<file path="config.mk">
export PLATFORM = sky130hd
export DESIGN_NAME = moment_stat_merge
export DESIGN_NICKNAME = d
export VERILOG_FILES = /design/src/rtl/core/msm_pkg.sv /design/src/rtl/core/msm_div.sv /design/src/rtl/core/msm_sqrt.sv /design/src/rtl/core/msm_dpath.sv /design/src/rtl/core/msm_ctrl.sv /design/src/rtl/core/moment_stat_merge.sv
export SDC_FILE = /design/constraint.sdc
export NUM_CORES = 2
export LEC_CHECK = 0
export ABC_AREA = 1
export BUFFER_PORTS_ARGS = -buffer_cell sky130_fd_sc_hd__clkbuf_2
export CAP_MARGIN = 10
export CORE_ASPECT_RATIO = 1.1
export CORE_MARGIN = 4
export CORE_UTILIZATION = 30
export DETAILED_ROUTE_END_ITERATION = 6
export GPL_TIMING_DRIVEN = 0
export MAX_ROUTING_LAYER = met4
export PLACE_DENSITY_LB_ADDON = 0.2
export SLEW_MARGIN = 5
export SYNTH_ARGS = -nofsm -noshare
export SYNTH_HDL_FRONTEND = slang
export SYNTH_HIERARCHICAL = 1
export SYNTH_SLANG_ARGS = --single-unit
</file>
<file path="constraint.sdc">
create_clock -name i_clk -period 14.1 [get_ports i_clk]
set_clock_uncertainty 0.15 [all_clocks]
set_input_delay 0 -clock i_clk [delete_from_list [all_inputs] [get_ports i_clk]]
set_output_delay 0 -clock i_clk [all_outputs]
set_load 0.005 [all_outputs]
</file>
<file path="src/rtl/core/msm_pkg.sv">
// types, constants and command codes shared by the moment statistics merge block
package msm_pkg;

    localparam int COUNT_BITS  = 24;
    localparam int SAMPLE_BITS = 16;
    localparam int SUM_BITS    = 40;
    localparam int SQ_BITS     = 56;
    localparam int MEAN_BITS   = 16;
    localparam int VAR_BITS    = 32;
    localparam int ROOT_BITS   = 16;
    localparam int SQR_BITS    = 2 * SAMPLE_BITS;
    localparam int MSQ_BITS    = 2 * MEAN_BITS;

    localparam int DIV_STEPS   = SQ_BITS;
    localparam int SQRT_STEPS  = ROOT_BITS;
    localparam int DIV_CNT_W   = $clog2(DIV_STEPS);
    localparam int SQRT_CNT_W  = $clog2(SQRT_STEPS);

    localparam logic [SQ_BITS-1:0] MEAN_POS_LIM = SQ_BITS'(2 ** (MEAN_BITS - 1) - 1);
    localparam logic [SQ_BITS-1:0] MEAN_NEG_LIM = SQ_BITS'(2 ** (MEAN_BITS - 1));

    typedef enum logic [1:0] {
        CMD_START        = 2'd0,
        CMD_MERGE_SAMPLE = 2'd1,
        CMD_MERGE_PART   = 2'd2,
        CMD_LOAD         = 2'd3
    } t_cmd;

    typedef struct packed {
        t_cmd                          cmd;
        logic signed [SAMPLE_BITS-1:0] sample;
        logic [COUNT_BITS-1:0]         part_count;
        logic signed [SUM_BITS-1:0]    part_sum;
        logic [SQ_BITS-1:0]            part_sum_sq;
    } t_in_req;

    typedef struct packed {
        logic [COUNT_BITS-1:0]        count;
        logic signed [MEAN_BITS-1:0]  mean;
        logic [VAR_BITS-1:0]          variance;
        logic [ROOT_BITS-1:0]         deviation;
        logic                         overflow;
        logic                         empty_res;
    } t_out_req;

    typedef enum logic [3:0] {
        ST_IDLE,
        ST_SQUARE,
        ST_UPDATE,
        ST_DIV_INIT,
        ST_DIV,
        ST_MEAN,
        ST_VAR,
        ST_SQRT_INIT,
        ST_SQRT,
        ST_DONE
    } t_state;

    typedef struct packed {
        logic load;
        logic square;
        logic update;
        logic div_start;
        logic mean_en;
        logic var_en;
        logic sqrt_start;
        logic out_load;
    } t_dp_cmd;

    typedef struct packed {
        logic div_busy;
        logic sqrt_busy;
        logic out_free;
    } t_dp_status;

endpackage

</file>
<file path="src/rtl/core/msm_div.sv">
// restoring unsigned divider, one quotient bit per cycle
module msm_div import msm_pkg::*; (
    input  logic                  i_clk,
    input  logic                  i_rst_n,
    input  logic                  i_start,
    input  logic [SQ_BITS-1:0]    i_dividend,
    input  logic [COUNT_BITS-1:0] i_divisor,
    output logic [SQ_BITS-1:0]    o_quotient,
    output logic                  o_busy
);

    logic                  r_busy;
    logic [DIV_CNT_W-1:0]  r_cnt;
    logic [COUNT_BITS-1:0] r_div;
    logic [COUNT_BITS-1:0] r_rem;
    logic [SQ_BITS-1:0]    r_quo;

    logic [COUNT_BITS+1:0] w_diff;
    logic                  w_ge;

    assign w_diff = {1'b0, r_rem, r_quo[SQ_BITS-1]} - {2'b00, r_div};
    assign w_ge   = !w_diff[COUNT_BITS+1];

    always_ff @(posedge i_clk) begin
        if (!i_rst_n) begin
            r_busy <= 1'b0;
            r_cnt  <= '0;
        end else if (i_start) begin
            r_busy <= 1'b1;
            r_cnt  <= DIV_CNT_W'(DIV_STEPS - 1);
        end else if (r_busy) begin
            if (r_cnt == '0) begin
                r_busy <= 1'b0;
            end
            r_cnt <= r_cnt - 1'b1;
        end
    end

    always_ff @(posedge i_clk) begin
        if (i_start) begin
            r_div <= i_divisor;
            r_rem <= '0;
            r_quo <= i_dividend;
        end else if (r_busy) begin
            r_rem <= w_ge ? w_diff[COUNT_BITS-1:0] : {r_rem[COUNT_BITS-2:0], r_quo[SQ_BITS-1]};
            r_quo <= {r_quo[SQ_BITS-2:0], w_ge};
        end
    end

    assign o_quotient = r_quo;
    assign o_busy     = r_busy;

endmodule

</file>
<file path="src/rtl/core/msm_sqrt.sv">
// floor square root, one result bit per cycle
module msm_sqrt import msm_pkg::*; (
    input  logic                 i_clk,
    input  logic                 i_rst_n,
    input  logic                 i_start,
    input  logic [VAR_BITS-1:0]  i_radicand,
    output logic [ROOT_BITS-1:0] o_root,
    output logic                 o_busy
);

    localparam int REM_BITS = ROOT_BITS + 2;

    logic                  r_busy;
    logic [SQRT_CNT_W-1:0] r_cnt;
    logic [VAR_BITS-1:0]   r_rad;
    logic [REM_BITS-1:0]   r_rem;
    logic [ROOT_BITS-1:0]  r_root;

    logic [REM_BITS+1:0]   w_rem_sh;
    logic [REM_BITS+2:0]   w_diff;
    logic                  w_ge;

    assign w_rem_sh = {r_rem, r_rad[VAR_BITS-1 -: 2]};
    assign w_diff   = {1'b0, w_rem_sh} - {3'b000, r_root, 2'b01};
    assign w_ge     = !w_diff[REM_BITS+2];

    always_ff @(posedge i_clk) begin
        if (!i_rst_n) begin
            r_busy <= 1'b0;
            r_cnt  <= '0;
        end else if (i_start) begin
            r_busy <= 1'b1;
            r_cnt  <= SQRT_CNT_W'(SQRT_STEPS - 1);
        end else if (r_busy) begin
            if (r_cnt == '0) begin
                r_busy <= 1'b0;
            end
            r_cnt <= r_cnt - 1'b1;
        end
    end

    always_ff @(posedge i_clk) begin
        if (i_start) begin
            r_rad  <= i_radicand;
            r_rem  <= '0;
            r_root <= '0;
        end else if (r_busy) begin
            r_rad  <= {r_rad[VAR_BITS-3:0], 2'b00};
            r_rem  <= w_ge ? w_diff[REM_BITS-1:0] : w_rem_sh[REM_BITS-1:0];
            r_root <= {r_root[ROOT_BITS-2:0], w_ge};
        end
    end

    assign o_root = r_root;
    assign o_busy = r_busy;

endmodule

</file>
<file path="src/rtl/core/msm_dpath.sv">
// accumulator registers, update arithmetic, dividers, square root and result register
module msm_dpath import msm_pkg::*; (
    input  logic       i_clk,
    input  logic       i_rst_n,
    input  t_in_req    i_in_req,
    input  logic       i_out_ready,
    input  t_dp_cmd    i_cmd,
    output t_dp_status o_status,
    output logic       o_out_valid,
    output t_out_req   o_out_res
);

    t_in_req                     r_in;
    logic [SQR_BITS-1:0]         r_sq;
    logic [COUNT_BITS-1:0]       r_count;
    logic [SUM_BITS-1:0]         r_sum;
    logic [SQ_BITS-1:0]          r_sum_sq;
    logic                        r_ovf;
    logic signed [MEAN_BITS-1:0] r_mean;
    logic [MSQ_BITS-1:0]         r_msq;
    logic [VAR_BITS-1:0]         r_var;
    logic                        r_out_valid;
    t_out_req                    r_out_res;

    logic signed [SQR_BITS-1:0]  w_sq_full;
    logic [SUM_BITS:0]           w_s_ext;
    logic [SQ_BITS:0]            w_sq_ext;
    logic [COUNT_BITS:0]         w_nc;
    logic [SUM_BITS:0]           w_ns;
    logic [SQ_BITS:0]            w_nss;
    logic                        w_ovf;

    logic                        w_neg;
    logic [SUM_BITS-1:0]         w_sum_mag;
    logic [SQ_BITS-1:0]          w_q_sum;
    logic [SQ_BITS-1:0]          w_q_sq;
    logic                        w_busy_sum;
    logic                        w_busy_sq;
    logic signed [MEAN_BITS-1:0] w_mean;
    logic signed [MSQ_BITS-1:0]  w_msq_full;
    logic [SQ_BITS-1:0]          w_msq_ext;
    logic [SQ_BITS-1:0]          w_vdiff;
    logic [VAR_BITS-1:0]         w_var;
    logic [ROOT_BITS-1:0]        w_root;
    logic                        w_sqrt_busy;
    logic                        w_empty;

    // sample square and update sums
    assign w_sq_full = r_in.sample * r_in.sample;
    assign w_s_ext   = {{(SUM_BITS + 1 - SAMPLE_BITS){r_in.sample[SAMPLE_BITS-1]}}, r_in.sample};
    assign w_sq_ext  = {(SQ_BITS + 1 - SQR_BITS)'(0), r_sq};

    always_comb begin
        case (r_in.cmd)
            CMD_START: begin
                w_nc  = (COUNT_BITS + 1)'(1);
                w_ns  = w_s_ext;
                w_nss = w_sq_ext;
            end
            CMD_MERGE_SAMPLE: begin
                w_nc  = {1'b0, r_count} + (COUNT_BITS + 1)'(1);
                w_ns  = {r_sum[SUM_BITS-1], r_sum} + w_s_ext;
                w_nss = {1'b0, r_sum_sq} + w_sq_ext;
            end
            CMD_MERGE_PART: begin
                w_nc  = {1'b0, r_count} + {1'b0, r_in.part_count};
                w_ns  = {r_sum[SUM_BITS-1], r_sum}
                      + {r_in.part_sum[SUM_BITS-1], r_in.part_sum};
                w_nss = {1'b0, r_sum_sq} + {1'b0, r_in.part_sum_sq};
            end
            default: begin
                w_nc  = {1'b0, r_in.part_count};
                w_ns  = {r_in.part_sum[SUM_BITS-1], r_in.part_sum};
                w_nss = {1'b0, r_in.part_sum_sq};
            end
        endcase
    end

    assign w_ovf = w_nc[COUNT_BITS] | (w_ns[SUM_BITS] != w_ns[SUM_BITS-1]) | w_nss[SQ_BITS];

    // dividers for mean and mean square
    assign w_neg     = r_sum[SUM_BITS-1];
    assign w_sum_mag = w_neg ? (~r_sum + 1'b1) : r_sum;

    msm_div u_div_sum (
        .i_clk      (i_clk),
        .i_rst_n    (i_rst_n),
        .i_start    (i_cmd.div_start),
        .i_dividend ({(SQ_BITS - SUM_BITS)'(0), w_sum_mag}),
        .i_divisor  (r_count),
        .o_quotient (w_q_sum),
        .o_busy     (w_busy_sum)
    );

    msm_div u_div_sq (
        .i_clk      (i_clk),
        .i_rst_n    (i_rst_n),
        .i_start    (i_cmd.div_start),
        .i_dividend (r_sum_sq),
        .i_divisor  (r_count),
        .o_quotient (w_q_sq),
        .o_busy     (w_busy_sq)
    );

    // saturated mean and its square
    always_comb begin
        if (w_neg) begin
            if (w_q_sum > MEAN_NEG_LIM) begin
                w_mean = MEAN_NEG_LIM[MEAN_BITS-1:0];
            end else begin
                w_mean = ~w_q_sum[MEAN_BITS-1:0] + 1'b1;
            end
        end else begin
            if (w_q_sum > MEAN_POS_LIM) begin
                w_mean = MEAN_POS_LIM[MEAN_BITS-1:0];
            end else begin
                w_mean = w_q_sum[MEAN_BITS-1:0];
            end
        end
    end

    assign w_msq_full = w_mean * w_mean;

    // variance clamped at zero and saturated
    assign w_msq_ext = {(SQ_BITS - MSQ_BITS)'(0), r_msq};
    assign w_vdiff   = w_q_sq - w_msq_ext;

    always_comb begin
        if (w_q_sq <= w_msq_ext) begin
            w_var = '0;
        end else if (|w_vdiff[SQ_BITS-1:VAR_BITS]) begin
            w_var = '1;
        end else begin
            w_var = w_vdiff[VAR_BITS-1:0];
        end
    end

    msm_sqrt u_sqrt (
        .i_clk      (i_clk),
        .i_rst_n    (i_rst_n),
        .i_start    (i_cmd.sqrt_start),
        .i_radicand (r_var),
        .o_root     (w_root),
        .o_busy     (w_sqrt_busy)
    );

    assign w_empty = (r_count == '0);

    always_ff @(posedge i_clk) begin
        if (!i_rst_n) begin
            r_count     <= '0;
            r_sum       <= '0;
            r_sum_sq    <= '0;
            r_out_valid <= 1'b0;
        end else begin
            if (i_cmd.update && !w_ovf) begin
                r_count  <= w_nc[COUNT_BITS-1:0];
                r_sum    <= w_ns[SUM_BITS-1:0];
                r_sum_sq <= w_nss[SQ_BITS-1:0];
            end
            if (i_cmd.out_load) begin
                r_out_valid <= 1'b1;
            end else if (i_out_ready) begin
                r_out_valid <= 1'b0;
            end
        end
    end

    always_ff @(posedge i_clk) begin
        if (i_cmd.load) begin
            r_in <= i_in_req;
        end
        if (i_cmd.square) begin
            r_sq <= unsigned'(w_sq_full);
        end
        if (i_cmd.update) begin
            r_ovf <= w_ovf;
        end
        if (i_cmd.mean_en) begin
            r_mean <= w_mean;
            r_msq  <= unsigned'(w_msq_full);
        end
        if (i_cmd.var_en) begin
            r_var <= w_var;
        end
        if (i_cmd.out_load) begin
            r_out_res.count     <= r_count;
            r_out_res.mean      <= w_empty ? '0 : r_mean;
            r_out_res.variance  <= w_empty ? '0 : r_var;
            r_out_res.deviation <= w_empty ? '0 : w_root;
            r_out_res.overflow  <= r_ovf;
            r_out_res.empty_res <= w_empty;
        end
    end

    assign o_status.div_busy  = w_busy_sum | w_busy_sq;
    assign o_status.sqrt_busy = w_sqrt_busy;
    assign o_status.out_free  = !r_out_valid || i_out_ready;
    assign o_out_valid        = r_out_valid;
    assign o_out_res          = r_out_res;

endmodule

</file>
<file path="src/rtl/core/msm_ctrl.sv">
// sequencer that steps one request through update, division and square root
module msm_ctrl import msm_pkg::*; (
    input  logic       i_clk,
    input  logic       i_rst_n,
    input  logic       i_in_valid,
    input  t_dp_status i_status,
    output logic       o_in_ready,
    output t_dp_cmd    o_cmd
);

    t_state r_state;
    t_state n_state;

    always_ff @(posedge i_clk) begin
        if (!i_rst_n) begin
            r_state <= ST_IDLE;
        end else begin
            r_state <= n_state;
        end
    end

    always_comb begin
        n_state    = r_state;
        o_cmd      = '0;
        o_in_ready = 1'b0;
        case (r_state)
            ST_IDLE: begin
                o_in_ready = 1'b1;
                if (i_in_valid) begin
                    o_cmd.load = 1'b1;
                    n_state    = ST_SQUARE;
                end
            end
            ST_SQUARE: begin
                o_cmd.square = 1'b1;
                n_state      = ST_UPDATE;
            end
            ST_UPDATE: begin
                o_cmd.update = 1'b1;
                n_state      = ST_DIV_INIT;
            end
            ST_DIV_INIT: begin
                o_cmd.div_start = 1'b1;
                n_state         = ST_DIV;
            end
            ST_DIV: begin
                if (!i_status.div_busy) begin
                    n_state = ST_MEAN;
                end
            end
            ST_MEAN: begin
                o_cmd.mean_en = 1'b1;
                n_state       = ST_VAR;
            end
            ST_VAR: begin
                o_cmd.var_en = 1'b1;
                n_state      = ST_SQRT_INIT;
            end
            ST_SQRT_INIT: begin
                o_cmd.sqrt_start = 1'b1;
                n_state          = ST_SQRT;
            end
            ST_SQRT: begin
                if (!i_status.sqrt_busy) begin
                    n_state = ST_DONE;
                end
            end
            ST_DONE: begin
                if (i_status.out_free) begin
                    o_cmd.out_load = 1'b1;
                    n_state        = ST_IDLE;
                end
            end
            default: begin
                n_state = ST_IDLE;
            end
        endcase
    end

endmodule

</file>
<file path="src/rtl/core/moment_stat_merge.sv">
// moment statistics merge: top level joining sequencer and datapath
// the time from request accept to result valid is set by the two parallel
// 56-step dividers (one quotient bit per cycle), the 16-step square root and sequencing
// one request in flight; a new request is accepted only after the previous result is loaded,
// a stalled output holds the sequencer until the output register frees
// synchronous active-low reset clears count, sum and sum of squares to zero
module moment_stat_merge import msm_pkg::*; (
    input  logic     i_clk,
    input  logic     i_rst_n,
    input  logic     i_in_valid,
    output logic     o_in_ready,
    input  t_in_req  i_in_req,
    output logic     o_out_valid,
    input  logic     i_out_ready,
    output t_out_req o_out_res
);

    t_dp_cmd    w_cmd;
    t_dp_status w_status;

    msm_ctrl u_ctrl (
        .i_clk      (i_clk),
        .i_rst_n    (i_rst_n),
        .i_in_valid (i_in_valid),
        .i_status   (w_status),
        .o_in_ready (o_in_ready),
        .o_cmd      (w_cmd)
    );

    msm_dpath u_dpath (
        .i_clk       (i_clk),
        .i_rst_n     (i_rst_n),
        .i_in_req    (i_in_req),
        .i_out_ready (i_out_ready),
        .i_cmd       (w_cmd),
        .o_status    (w_status),
        .o_out_valid (o_out_valid),
        .o_out_res   (o_out_res)
    );

    a_busy_after_accept: assert property (@(posedge i_clk) disable iff (!i_rst_n)
        (i_in_valid && o_in_ready) |=> !o_in_ready)
        else $error("request accepted while a previous one is still in flight");

    a_units_idle_when_ready: assert property (@(posedge i_clk) disable iff (!i_rst_n)
        o_in_ready |-> (!w_status.div_busy && !w_status.sqrt_busy))
        else $error("arithmetic unit busy while accepting requests");

    a_empty_zeroes: assert property (@(posedge i_clk) disable iff (!i_rst_n)
        (o_out_valid && o_out_res.empty_res) |->
            (o_out_res.mean == '0 && o_out_res.variance == '0 && o_out_res.deviation == '0))
        else $error("empty result carries nonzero statistics");

    a_root_bound: assert property (@(posedge i_clk) disable iff (!i_rst_n)
        o_out_valid |-> (({16'b0, o_out_res.deviation} * {16'b0, o_out_res.deviation})
            <= o_out_res.variance))
        else $error("deviation squared exceeds variance");

endmodule
</file>
After elaboration in Yosys (flattened, before gate mapping)
Index checks and enable logic that the tools add are counted.

word-level totals
  input port bits = 142
  memory bits (writable) = 0
  bits in latches = 0
  flip-flop bits (word level) = 735
  memories = 0
  ROM bits = 0
  logic and storage cells = 150

operators by class
  shift operators = 0
  bitwise logic cells = 6
  divide/modulo/power cells = 0
  multiply operators = 2
  reductions and logical operators = 20
  muxes and demuxes = 50
  equal/unequal tests = 16
  $lt $le $gt $ge = 3
  add/sub/neg operators = 15

operators by type and width
  operator                                              number
  case mux 57 bit (3 select lines)                      1
  case mux 41 bit (3 select lines)                      1
  two-way mux 40 bit                                    3
  two-way mux 56 bit                                    2
  two-way mux 32 bit                                    3
  case mux 25 bit (3 select lines)                      1
  multiplier 16 x 16 -> 32 bit                          2
  adder 56 x 32 -> 57 bit                               1
  adder 56 x 56 -> 57 bit                               1
  > comparator 56 x 15 -> 1 bit, second input constant  1
  > comparator 56 x 16 -> 1 bit, second input constant  1
  <= comparator 56 x 32 -> 1 bit                        1
  subtractor 56 x 32 -> 56 bit                          1
  subtractor 25 x 24 -> 26 bit                          2
  two-way mux 16 bit                                    3
  two-way mux 24 bit                                    2
  adder 40 x 16 -> 41 bit                               1
  adder 40 x 40 -> 41 bit                               1
  adder 40 x 1 -> 40 bit, second input constant         1
  inverter 40 bit                                       1
  case mux 4 bit (10 select lines)                      1
  adder 24 x 1 -> 25 bit, second input constant         1
  adder 24 x 24 -> 25 bit                               1
  logical NOT 24 bit                                    1
  30 further kinds                                      78

Logic depth before layout (Yosys ltp)
  word-level depth = 7
  depth in mapped cells = 35

Modules after synthesis
Netlist, hierarchy kept.

by module, submodules not included
  module                       area an instance (um^2)  instances  cells each  seq. area each (um^2)
  msm_dpath                    50,402.1                 1          6,864       12,572.1
  msm_div (u_dpath.u_div_sum)  6,678.9                  1          871         3,022.9
  msm_div (u_dpath.u_div_sq)   6,578.8                  1          869         3,022.9
  msm_sqrt                     4,083.9                  1          561         1,741.7
  msm_ctrl                     297.8                    1          52          80.1

Least setup slack after synthesis
Ideal clock, no wire load.

  path type = register to register
  from = register u_ctrl.r_state[0]
  to = register u_dpath/r_in[0] in the netlist's numbering (enable)
  setup slack = 3.182 ns
  arrival time = 9.962 ns
  path buffers = 0
  period minus slack after synthesis = 10.918 ns
  cell stages (with the launch flop) = 4
  path through = dfxtp_1 > nor2_2 > inv_2 > nor3_1

RTL lines
  item                      line              RTL
  start: declaration        msm_ctrl.sv:11    t_state r_state;
  start signal: assignment  msm_ctrl.sv:18    r_state <= n_state;
  end signal: assignment    msm_dpath.sv:171  r_in <= i_in_req;
  end: declaration          msm_dpath.sv:13   t_in_req r_in;

Worst setup path in the final report
  from = register u_dpath.r_sum[39]
  to = register u_dpath.r_msq[27], data pin

between the ends
  word-level cells in the longest chain between the ends = 2

ends and longest elaborated chain
  item                          line              RTL
  start: declaration            msm_dpath.sv:16   logic [SUM_BITS-1:0] r_sum;
  start signal: assignment      msm_dpath.sv:158  r_sum <= w_ns[SUM_BITS-1:0];
  two-way mux 16 bit            msm_dpath.sv:107  if (w_neg) begin
  via u_dpath.w_mean[2]         msm_dpath.sv:39   logic signed [MEAN_BITS-1:0] w_mean;
  multiplier 16 x 16 -> 32 bit  msm_dpath.sv:122  assign w_msq_full = w_mean * w_mean;
  via u_dpath.w_msq_full[27]    msm_dpath.sv:40   logic signed [MSQ_BITS-1:0] w_msq_full;
  end signal: assignment        msm_dpath.sv:181  r_msq <= unsigned'(w_msq_full);
  end: declaration              msm_dpath.sv:20   logic [MSQ_BITS-1:0] r_msq;

The timed path passes the listed nets, and every way through them passes these cells.
A chain may end at the register's enable or synchronous reset.

==> metrics.csv <==
stage,metric,value,unit
yosys,ys_types,66,
placed_design,gp_congestion,0.992,
detailed_routing,drcViolationCount,24,
timing,period_needed,9.67,ns
timing,worst_pin_slew,1.28,ns
min_path,worstHoldStart,i_in_req[39],
setup_path,path_class,reg2reg,
clock_network,ctsHtreeMaxLevel,3,
clock_network,clk_pin_slew_worst_paths,0.06,ns
yosys,synth_common_cells,"nand2_1, inv_1, nor2_1, edfxtp_1, fa_1",
min_path,hold_class,in2reg,
yosys,synth_edf_count,530,
yosys,syn_inst,9217,
yosys,yosysWarnings,6,
detailed_routing,drt-pass1-iter-count,7,
yosys,ys.flop_type,edfxtp_1,
yosys,ys_ff_latch,756,
setup_path,reg2reg_from,u_dpath/r_sum[39],
clock_network,cts_tree,yes,
detailed_routing,drtIter0Drc,4264,
yosys,synth.cell_area,68000,um2
detailed_routing,vias,60500,
setup_path,reg2reg_to,u_dpath/r_msq[27],
global_route,grt_pass1_vias,61400,
timing,period_share,68.6,%
detailed_routing,vias_per_cell,4.69,
cells_and_area,register_area,20400,um2
floorplanning,die_x,462,um
clock_network,cts_made_buffers,92,
yosys,yosysMostFrequentCell,nand2_1,
clock_network,clock-sinks,756,
setup_path,cp.arrival,9.97,ns
setup_path,critPathRequiredTime,14.40,ns
status,status,finished with violations,
cells_and_area,area_growth,16.5,%
cells_and_area,nNetsFinal,10900,
floorplanning,coreArea,226000,um2
min_path,hold_path_end,u_dpath/r_in[39],
yosys,synth_area_per_cell,7.38,um2
setup_path,reg2reg_setup_slack,4.43,ns
yosys,synth_top_area_cell,edfxtp_1,
yosys,synth-async-reset-ratio,0,%
detailed_routing,avgRoutedWirePerCell,19.1,um
clock_network,post_cts_resize_count,0,
clock_network,cts_max_path_buffers,3,
floorplanning,die_height,507,um
timing,rsz0062_at_grt,false,
yosys,yosysSeqAreaShare,30.0,%
detailed_routing,routed_wl,247000,um
global_route,grt_start_max_net_pins,64,
placed_design,dpl-instance-area,73400,um2
placed_design,dp_hpwl,205000,um
floorplanning,io_pins,234,
floorplanning,dieArea,234000,um2
cells_and_area,stdcell_area,79300,um2
clock_network,worstSkewPairLatency,0.74,ns
global_route,antenna_found_initial,2,
yosys,yosys-top-cells-area,"edfxtp_1, nand2_1, fa_1, inv_1, ha_1",
setup_path,startpoint_type,register,
cells_and_area,drive_gt1_share,6.75,%
timing,final_hold_viol_count,0,
timing,fmax,103,MHz
setup_path,crit_fanout,10,
setup_path,worstRegToRegCells,26,
timing,maxSlewViolCount,0,
status,violations,DRC,
global_route,overflow,0,
clock_network,clk_root_buffer_cell,clkbuf_16,
floorplanning,row_count,183,
yosys,yosysTopAreaCellShare,23.4,%
min_path,whs_path_depth,2,
placed_design,io_buffers,233,
detailed_routing,drtAntennaViolNets,0,
cells_and_area,multi_input_area,39700,um2
setup_path,endpoint_kind,register,
global_route,grt_pass1_wl,372000,um
floorplanning,start_util,30.1,%
timing,max_slew_margin,13.9,%
cells_and_area,layout.filler_cells,24200,
flow_run,maxCapViolCount,0,
global_route,grtUsageTotal,21.5,%
timing,finalSetupViolations,0,
-- placed cells by master, fill, tap and decap left out, types with 18 or more instances in the layout --
cell type and count:
a21o_1 18, a21oi_1 399, buf_1 19, buf_2 32
buf_4 32, buf_6 25, clkbuf_1 169, clkbuf_16 94
clkbuf_2 235, dfxtp_1 226, dlygate4sd3_1 279, edfxtp_1 530
fa_1 479, ha_1 404, inv_1 1809, inv_2 27
nand2_1 2757, nand2_2 47, nand3_1 353, nand3_2 35
nand3b_1 60, nand4_1 86, nor2_1 899, nor2_2 22
nor3_1 72, nor4_1 24, o211ai_1 29, o21ai_0 296
o21ai_1 18, o21bai_1 26, or2_2 25, xnor2_1 73
xor2_1 111
-- worst max-delay path: stages, from the launching register on --
cell      delay (ns)
dfxtp_1         0.39
clkbuf_1        0.41
inv_1           0.29
clkbuf_1        0.70
clkbuf_1        0.73
nand2_1         0.17
o21ai_2         0.63
clkinv_1        0.58
nand2_1         0.31
fa_1            0.48
fa_1            0.47
fa_1            0.51
inv_1           0.05
fa_1            0.48
fa_1            0.55
inv_1           0.05
fa_1            0.53
inv_1           0.04
ha_1            0.39
nand2_1         0.13
nor2_1          0.15
nand3_1         0.09
nand3_1         0.14
a21oi_1         0.14
o31ai_1         0.48
a21oi_1         0.15
xnor2_1         0.18
-- routing by layer --
metal  routed length (um)  GRT usage (%)
met1               110000           27.4
met5                    0              -
met3                 9720           1.64
met2               117000           35.8
met4                 9730           7.69
-- timing repair --
item | in CTS | in global routing
endpoints found under the hold margin | 195 | 0
buffers inserted | 0 | 0
hold buffers | 279 | 0
-- sequential cells by signal, summed over array words and instances, names as in the netlist, 31 cells and up --
register,flops
u_dpath/r_sq,31
u_dpath/u_div_sum/o_quotient,56
u_dpath/r_sum,40
u_dpath/r_var,32
u_dpath/u_sqrt/r_rad,32
u_dpath/r_in,138
u_dpath/o_out_res,90
u_dpath/r_sum_sq,56
u_dpath/u_div_sq/o_quotient,56
-- worst max-delay path by stage --
stage / start / end / slack (ns) / cells after the start
finish: u_dpath/r_sum[39] / u_dpath/r_msq[27] / 4.43 / 26
global route: u_dpath/r_sum[39] / u_dpath/r_msq[27] / 4.06 / 26
CTS: u_dpath/r_sum[39] / u_dpath/r_msq[27] / 4.32 / 26
detailed placement: u_dpath/r_sum[39] / u_dpath/r_msq[27] / 4.36 / 26
global placement: u_ctrl/r_state[0] / u_dpath/r_in[84] / -3.52 / 3
floorplan: u_ctrl/r_state[0] / u_dpath/r_in[0] / 3.18 / 3
-- area by class of cell --
cell class / instances / share of cell area (%)
multi-input combinational: 6402 / 50.0
sequential: 756 / 25.8
inverter: 1847 / 8.75
timing repair buffer: 550 / 5.48
tap: 2960 / 4.67
clock buffer: 129 / 3.27
buffer: 227 / 1.40
clock inverter: 42 / 0.601
antenna: 5 / 0.0158
-- logic make-up (layout without fill, tap and decap cells) --
family                   after synthesis  after routing  synth area share, %
XOR/XNOR                             184            184                 2.37
multiplexers                           1              1               0.0165
flip-flops                           756            756                 30.0
other                                  1             21              0.00551
AO/OA/AOI/OAI                        895            895                 7.30
buffers and inverters               2074           2795                 11.8
AND/OR/NAND/NOR                     4423           4423                 26.9
adder cells (fa/ha/maj)              883            883                 21.5
-- metrics by stage --
step           setup WS (ns)  hold WS (ns)  utilization (%)  cells  setup TNS [ns]
2_1_floorplan           3.18       -0.0511                -   9232               0
3_3_place_gp           -3.52        0.0278             32.3  12400         -725.10
3_5_place_dp            4.36        0.0286             32.5  12500               0
4_1_cts                 4.32       0.00967             35.1  12900               0
5_1_grt                 4.06        0.0165             35.1  12900               0
6_report                4.43        0.0405             35.1  12900               0
Power is not shown: default switching activity piles up to over one toggle a cycle in this logic, so the estimate is an artifact.
